## config.mk

```make
export PLATFORM = sky130hd
export DESIGN_NAME = pfs_xdiv
export DESIGN_NICKNAME = d
export VERILOG_FILES = /design/src/design/pfs_pkg.sv /design/src/design/pfs_xdiv.sv
export SDC_FILE = /design/constraint.sdc
export NUM_CORES = 1
export LEC_CHECK = 0
export ABC_AREA = 1
export BUFFER_PORTS_ARGS = -buffer_cell sky130_fd_sc_hd__buf_2
export CAP_MARGIN = 10
export CORE_MARGIN = 2
export CORE_UTILIZATION = 40
export CTS_CLUSTER_DIAMETER = 30
export DETAILED_ROUTE_END_ITERATION = 16
export MAX_ROUTING_LAYER = met4
export PLACE_DENSITY_LB_ADDON = 0.15
export SYNTH_ARGS = -nofsm -noshare
export SYNTH_HDL_FRONTEND = slang
export SYNTH_SLANG_ARGS = --single-unit
```

## constraint.sdc

```tcl
create_clock -name i_clk -period 6.88 [get_ports i_clk]
set_input_delay 0 -clock i_clk [delete_from_list [all_inputs] [get_ports i_clk]]
set_output_delay 0 -clock i_clk [all_outputs]
set_load 0.02 [all_outputs]
```

## src/design/pfs_pkg.sv

```systemverilog
// Shared types, constants and the odd-factor inverse table for the SPF sieve factorizer.
package pfs_pkg;

    localparam int LIMIT_DEF = 65536;
    localparam int NUM_W     = 16;
    localparam int ENTRY_W   = 8;
    localparam int INV_N     = 128;

    typedef enum logic [3:0] {
        S_CLEAR,
        S_SV_RDI,
        S_SV_CHKI,
        S_SV_RDJ,
        S_SV_CHKJ,
        S_IDLE,
        S_Q_RD,
        S_Q_LOOK,
        S_Q_DIV,
        S_Q_NONE
    } t_state;

    typedef enum logic [1:0] {
        DM_PRIME,
        DM_HALF,
        DM_ODD
    } t_dmode;

    typedef logic [INV_N-1:0][NUM_W-1:0] t_inv_tab;

    // Inverse of each odd value modulo 2^NUM_W (Newton steps, 3 -> 24 bits).
    function automatic t_inv_tab build_inv_tab();
        t_inv_tab          tab;
        logic [NUM_W-1:0]  f;
        logic [NUM_W-1:0]  x;
        logic [NUM_W-1:0]  fx;
        for (int k = 0; k < INV_N; k++) begin
            f = NUM_W'(2 * k + 1);
            x = f;
            for (int m = 0; m < 3; m++) begin
                fx = NUM_W'(f * x);
                x  = NUM_W'(x * NUM_W'(NUM_W'(2) - fx));
            end
            tab[k] = x;
        end
        return tab;
    endfunction

    localparam t_inv_tab INV_TAB = build_inv_tab();

endpackage

```

## src/design/pfs_xdiv.sv

```systemverilog
// Exact division by smallest prime factor: 1 if prime, shift for 2, else inverse.
module pfs_xdiv
    import pfs_pkg::*;
(
    input  logic               i_clk,
    input  logic               i_load,
    input  logic [NUM_W-1:0]   i_rem,
    input  logic [ENTRY_W-1:0] i_entry,
    output logic [NUM_W-1:0]   o_fac,
    output logic [NUM_W-1:0]   o_quot
);

    logic [NUM_W-1:0] r_rem;
    logic [NUM_W-1:0] r_fac;
    logic [NUM_W-1:0] r_inv;
    t_dmode           r_mode;
    logic [NUM_W-1:0] w_prod;

    always_ff @(posedge i_clk) begin
        if (i_load) begin
            r_rem <= i_rem;
            r_inv <= INV_TAB[i_entry[ENTRY_W-1:1]];
            if (i_entry == '0) begin
                r_fac  <= i_rem;
                r_mode <= DM_PRIME;
            end else if (i_entry == ENTRY_W'(2)) begin
                r_fac  <= NUM_W'(i_entry);
                r_mode <= DM_HALF;
            end else begin
                r_fac  <= NUM_W'(i_entry);
                r_mode <= DM_ODD;
            end
        end
    end

    assign w_prod = NUM_W'(r_rem * r_inv);

    always_comb begin
        unique case (r_mode)
            DM_PRIME: o_quot = NUM_W'(1);
            DM_HALF:  o_quot = {1'b0, r_rem[NUM_W-1:1]};
            DM_ODD:   o_quot = w_prod;
            default:  o_quot = w_prod;
        endcase
    end

    assign o_fac = r_fac;

endmodule

```

==> out/summary.txt, run 1 <==
Vias in the first global route -> 6979
Max-slew violations -> 0
Grt ovf -> 0
Ys flop type -> edfxtp_1
Global-route wire length before repair -> 37.9 mm
Hold buffers post-CTS -> 16
CP Max Fanout -> 15
Post-synth cell types -> 48
Area of the mapped netlist -> 7860 um2
Number of synthesized flops with an enable pin -> 49
Ys async rst share -> 0%
Fin. Hold Viols -> 0
Root Buffer -> clkbuf_16
Max cap viols -> 0
HP Start -> i_entry[0]
ANT nets after route -> 0
Synth warn -> 0
CP Data Required Time -> 6.88 ns
Starting Density -> 40.5%
Floorplan core area -> 19400 um2
Final setup violation count -> 0
Crit path capture type -> primary output
CTS tree -> built
Peak VDD IR -> 0.000437 V
DIE AREA -> 20800 um2
Startpoint Class -> flip-flop
Worst Path Arrival -> 5.94 ns
Post-synthesis sequential area ratio -> 18.7%
DPL Wire Length -> 19.0 mm
Leak -> 4.60 nW
Setup Fix Bufs, Post-CTS -> 0
Num ports -> 58
Slowest cell on crit path -> edfxtp_1
CTS H-tree lvls -> 2
GPL Wtd Cong -> 1.01
Ant. Diodes -> 0
# nets final -> 1287
Clock sink count -> 49
Clk buf depth -> 2
Unrepaired setup endpoints after global routing -> no
PortBufs -> 57
Cells along the critical path -> nand2_1, fa_1, fa_1, inv_1, fa_1, inv_1, fa_1, inv_1, fa_1, inv_1, fa_1, inv_1, ha_1, a21oi_1, a21boi_0, nand3_1, nand2_1, a21oi_1, o21ai_0, nand3_1, nand2_1, buf_2
Initial antenna violation count -> 0
Pwr dens -> 524 nW/um2
Initial DRC count -> 668
WHS Endpoint -> o_fac[0]$_DFFE_PP_
Mapped Cells -> 1076
Via count -> 7204
Largest net degree at the start of global routing -> 50
Mapped Nets -> 1246
Filler cell count -> 2059
Worst Slack Setup Final -> 0.937 ns
Drt pass-1 iters -> 5
Hold Crit Class -> primary input to flip-flop
CP Class -> flip-flop to primary output
Worst Path Buf+Inv -> 6
Height of the die -> 144 um
Fmax -> 0.168 GHz
Setup TNS -> 0 ns
Area grow syn2layout -> 9.28%
Final WL -> 23.9 mm
Average size of a mapped cell -> 7.30 um2
Slew @ Worst Pin -> 1.11 ns
Crit-path leading delay family -> adder cells
Slew headroom -> 25.9%
Status -> completed
Wire per inst -> 17.3 um
Total GRT Usage -> 24.5%
Share of layout cells above drive strength 1 -> 8.59%
Dpl ws -> 1.25 ns
CP max stage delay -> 0.66 ns
# rows -> 51
Fin crit period -> 5.94 ns
DR DRC count -> 0
Post-CTS sizing -> 0
#FFs+latches synth -> 49
Num CTS Buffers -> 5
DR vias/cell -> 5.21
Hold depth -> 2
Crit-path most repeated cell -> fa_1
Clock transition at path regs -> 0.07 ns
Fin crit share -> 86.4%
Die Wd -> 144 um
[layout by cell type (no fill, tap or decap), types with 2 or more instances in the layout]
cell type,Yosys,layout
nand2_1,291,291
inv_1,256,256
fa_1,80,80
ha_1,64,64
nand3_1,61,61
buf_2,11,57
edfxtp_1,49,49
o21ai_0,48,48
nor2_1,37,37
a21oi_1,34,34
dlygate4sd3_1,0,16
nor2_2,15,15
o221ai_1,9,9
a31oi_1,8,8
o211ai_1,8,8
nor3_1,7,7
inv_2,6,6
o22ai_1,6,6
a22o_1,5,5
clkbuf_16,0,5
xor2_1,4,4
o2111ai_1,4,4
o21ai_1,4,4
nand3b_1,4,4
a221oi_1,3,3
o31ai_1,3,3
o311ai_1,3,3
o21bai_1,2,2
nor2_8,2,2
inv_4,2,2
nor2_4,2,2
a22oi_1,2,2
o311ai_0,2,2
buf_4,5,2
[how the worst max path moves through the flow]
stage / startpoint / end / slack [ns] / cells past startpoint
finish: r_inv[1]$_DFFE_PP_ / o_quot[14] / 0.94 / 22
global route: r_inv[1]$_DFFE_PP_ / o_quot[14] / 0.54 / 22
CTS: r_inv[1]$_DFFE_PP_ / o_quot[14] / 0.93 / 22
detailed placement: r_inv[1]$_DFFE_PP_ / o_quot[14] / 1.25 / 22
global placement: r_inv[1]$_DFFE_PP_ / o_quot[14] / 1.32 / 22
floorplan: r_inv[1]$_DFFE_PP_ / o_quot[14] / 1.64 / 22
[layout make-up]
type	count	area [um2]	share of cell area, %
Clock inverter	3	28.8	0.335
Clock buffer	5	125	1.46
Tap cell	265	332	3.86
Multi-Input combinational cell	722	5170	60.3
Timing Repair Buffer	75	460	5.36
Sequential cell	49	1470	17.1
Inverter	264	996	11.6
[cells by family after synthesis]
kind of cell	after synthesis	synth area share (%)
buffers and inverters	305	15.4
AND/OR/NAND/NOR	424	22.9
flip-flops	49	18.7
AO/OA/AOI/OAI	149	11.8
XOR/XNOR	5	0.557
adder cells (fa/ha/maj)	144	30.6
[power breakdown]
group	switching [W]	leakage, nW	internal [W]
registers	0.0000548	0.477	0.000359
clock network	0.000116	0.0763	0.000139
logic	0.00243	4.05	0.00141
[metrics by stage]
step / power [W] / hold WS [ns] / std cells / utilization, % / cell area (um2)
floorplan: 0.00321 / 0.0989 / 1076 / - / 7860
global route: 0.00512 / 0.0179 / 1383 / 44.3 / 8590
CTS: 0.00454 / 0.0121 / 1383 / 44.3 / 8590
global placement: 0.00426 / 0.195 / 1359 / 42.6 / 8270
finish: 0.00450 / 0.0220 / 1383 / 44.3 / 8590
detailed placement: 0.00425 / 0.197 / 1359 / 42.6 / 8270
[Yosys cell counts (3+ instances only)]
master,number,area share (%)
nand3_1,61,3.9
nand3b_1,4,0.38
inv_2,6,0.29
o21ai_1,4,0.25
xor2_1,4,0.45
buf_2,11,0.70
ha_1,64,10
nand2_1,291,14
clkbuf_1,21,1.0
o2111ai_1,4,0.45
a221oi_1,3,0.33
a31oi_1,8,0.64
a21oi_1,34,2.2
o21ai_0,48,3.1
buf_4,5,0.48
buf_6,4,0.57
o22ai_1,6,0.48
o221ai_1,9,1.0
nor2_2,15,1.2
nor3_1,7,0.45
o311ai_1,3,0.33
a22o_1,5,0.56
nor2_1,37,1.8
edfxtp_1,49,19
fa_1,80,20
o31ai_1,3,0.29
inv_1,256,12
o211ai_1,8,0.76
[metal layers]
| layer | global-route usage, % | vias to the layer above | share of wire [%] |
|---|---|---|---|
| li1 | - | 3442 | - |
| met1 | 33.2 | 3422 | 44 |
| met2 | 39.4 | 278 | 47 |
| met3 | 2.12 | 62 | 5.9 |
| met4 | 7.10 | 0 | 3.1 |
| met5 | - | - | 0 |
[state kept, by name, summed over array words and instances (netlist names)]
signal  cells
r_rem      16
r_inv      15
r_mode      2
o_fac      16
Note: power is estimated with default switching activity, not from simulation.
==> inputs of run 2 (changes only) <==
--- a/config.mk
+++ b/config.mk
@@ -10,7 +10,6 @@
 export CAP_MARGIN = 10
 export CORE_MARGIN = 2
 export CORE_UTILIZATION = 40
-export CTS_CLUSTER_DIAMETER = 30
 export DETAILED_ROUTE_END_ITERATION = 16
 export MAX_ROUTING_LAYER = met4
 export PLACE_DENSITY_LB_ADDON = 0.15
==> constraint.sdc (replaced) <==
create_clock -name i_clk -period 6.4 [get_ports i_clk]
set_input_delay 0 -clock i_clk [delete_from_list [all_inputs] [get_ports i_clk]]
set_output_delay 0 -clock i_clk [all_outputs]
set_load 0.02 [all_outputs]
==> out/summary.txt, run 2 (synthesis gave the netlist of run 1 again) <==
Sw Ratio -> 57.8% (+0.16 points)
PortBufs -> 57 (unchanged)
Cells along the critical path -> nand2_1, inv_1, fa_1, inv_1, fa_1, inv_1, fa_1, inv_1, fa_1, inv_1, fa_1, inv_1, fa_1, inv_1, ha_1, a21oi_1, a21boi_0, nand3_1, nand2_1, a21oi_1, o21ai_0, nand3_1, nand2_1, buf_2
Slew @ Worst Pin -> 1.08 ns (-0.0340 ns)
Fin crit period -> 5.92 ns
Finished Core Util -> 44.4% (+0.12 points)
Int Pwr -> 0.00205 W (+7.5%)
DR DRC count -> 0 (unchanged)
Final WL -> 25.0 mm (+4.7%)
Setup Fix Bufs, Post-CTS -> 0 (unchanged)
Worst Path Arrival -> 5.92 ns (-0.02 ns)
Pwr dens -> 564 nW/um2 (+7.6%)
CP Data Required Time -> 6.40 ns (-0.48 ns)
Starting Density -> 40.5% (unchanged)
Power Total -> 0.00486 W (+7.9%)
Vias in the first global route -> 7099 (+1.7%)
Startpoint Class -> flip-flop
Crit-path leading delay family -> adder cells
Slowest cell on crit path -> edfxtp_1
Final setup violation count -> 0 (unchanged)
Most frequent cells in the layout -> nand2_1 (291), inv_1 (256), fa_1 (80), ha_1 (64), nand3_1 (61)
Crit path capture type -> primary output
Wire per inst -> 18.0 um (+4.4%)
Grt ovf -> 0 (unchanged)
Crit-path most repeated cell -> inv_1
Clock sink count -> 49 (unchanged)
# nets final -> 1290 (+0.23%)
Hold Crit Class -> primary input to flip-flop
Setup TNS -> 0 ns (unchanged)
Status -> completed
CTS tree -> built
DIE AREA -> 20800 um2 (unchanged)
Fin. Hold Viols -> 0 (unchanged)
Num ports -> 58 (unchanged)
Slew headroom -> 28.1% (+2.3 points)
Clock transition at path regs -> 0.07 ns (about the same)
CP Max Fanout -> 13 (-2)
Largest net degree at the start of global routing -> 50 (unchanged)
Max-slew violations -> 0 (unchanged)
ANT nets after route -> 0 (unchanged)
GPL Wtd Cong -> 0.953 (-5.6%)
CTS H-tree lvls -> 2 (unchanged)
Clk buf depth -> 2 (unchanged)
Dpl cells -> 1362 (+0.22%)
Peak VDD IR -> 0.000452 V (+3.3%)
Die Wd -> 144 um (unchanged)
Fmax -> 0.169 GHz
Layout Cells excl Fill -> 1386 (+0.22%)
CP Class -> flip-flop to primary output
Clk pwr share -> 5.7% (about the same)
Area grow syn2layout -> 9.57%
Ant. Diodes -> 0 (unchanged)
Leak -> 4.61 nW (+0.31%)
# rows -> 51 (unchanged)
Total GRT Usage -> 25.6% (+1.2 points)
Root Buffer -> clkbuf_16
DPL Wire Length -> 20.2 mm (+6.1%)
Post-DP Area -> 8300 um2 (+0.27%)
Num CTS Buffers -> 5 (unchanged)
DR vias/cell -> 5.20 (-0.13%)
Commonest non-fill, non-tap cell in the layout -> nand2_1
Floorplan core area -> 19400 um2 (unchanged)
Final instance area -> 8610 um2 (+0.26%)
Worst Path Buf+Inv -> 8 (+2)
Share of layout cells above drive strength 1 -> 8.83% (+0.24 points)
Comb power frac -> 85.2% (about the same)
Max cap viols -> 0 (unchanged)
Initial DRC count -> 757 (+13%)
Height of the die -> 144 um (unchanged)
CP max stage delay -> 0.66 ns (about the same)
Unrepaired setup endpoints after global routing -> no
Global-route wire length before repair -> 39.3 mm (+3.7%)
Sw Pwr -> 0.00281 W (+8.2%)
Via count -> 7210 (+0.083%)
Fin crit share -> 92.4%
Drt pass-1 iters -> 6 (+1)
Initial antenna violation count -> 0 (unchanged)
Sequential power share -> 9.2% (about the same)
-- run 2: cell count changes in the layout (fill, tap and decap cells not counted) --
| cell | previous run | this run |
|---|---|---|
| buf_4 | 2 | 5 |
-- run 2: final cells by class --
cell class | count | area, um2
clock buffer | 5 | 125
clock inverter | 3 | 28.8
fill | 2046 | 10800
inverter | 264 | 996
multi-input combinational | 722 | 5170
sequential | 49 | 1470
tap | 265 | 332
timing repair buffer | 78 | 483
-- run 2: through the flow --
stage	hold slack, ns	setup WS [ns]
floorplan	0.0989	1.16
global placement	0.198	0.872
detailed placement	0.193	0.801
CTS	0.0256	0.485
global route	0.0366	0.0762
finish	0.0291	0.483
-- run 2: worst paths after layout --
check                     startpoint                 end  slack, ns  cells after the start
setup / recovery  r_rem[5]$_DFFE_PP_          o_quot[14]       0.48                     24
hold / removal            i_entry[0]  o_fac[0]$_DFFE_PP_       0.03                      2
-- run 2: power groups by stage --
stage / Combinational [W] / Clock, W / Sequential [W]
after floorplan: 0.00303 / 0 / 0.000416
after CTS: 0.00415 / 0.000280 / 0.000444
after global routing: 0.00473 / 0.000297 / 0.000451
after global placement: 0.00413 / 0 / 0.000450
final: 0.00414 / 0.000275 / 0.000445
after detailed placement: 0.00412 / 0 / 0.000451
-- run 2: per-layer routing --
layer,wire [um],track usage (%),vias to the layer above
li1,-,-,3446
met1,11500,34.4,3451
met2,11600,41.1,248
met3,1070,1.89,65
met4,839,9.35,0
met5,0,-,-
-- run 2: what timing repair did --
action / 4_1_cts / 5_1_grt
resized for setup: 0 / 0
endpoints found under the hold margin: 16 / 0
hold buffers: 16 / 0
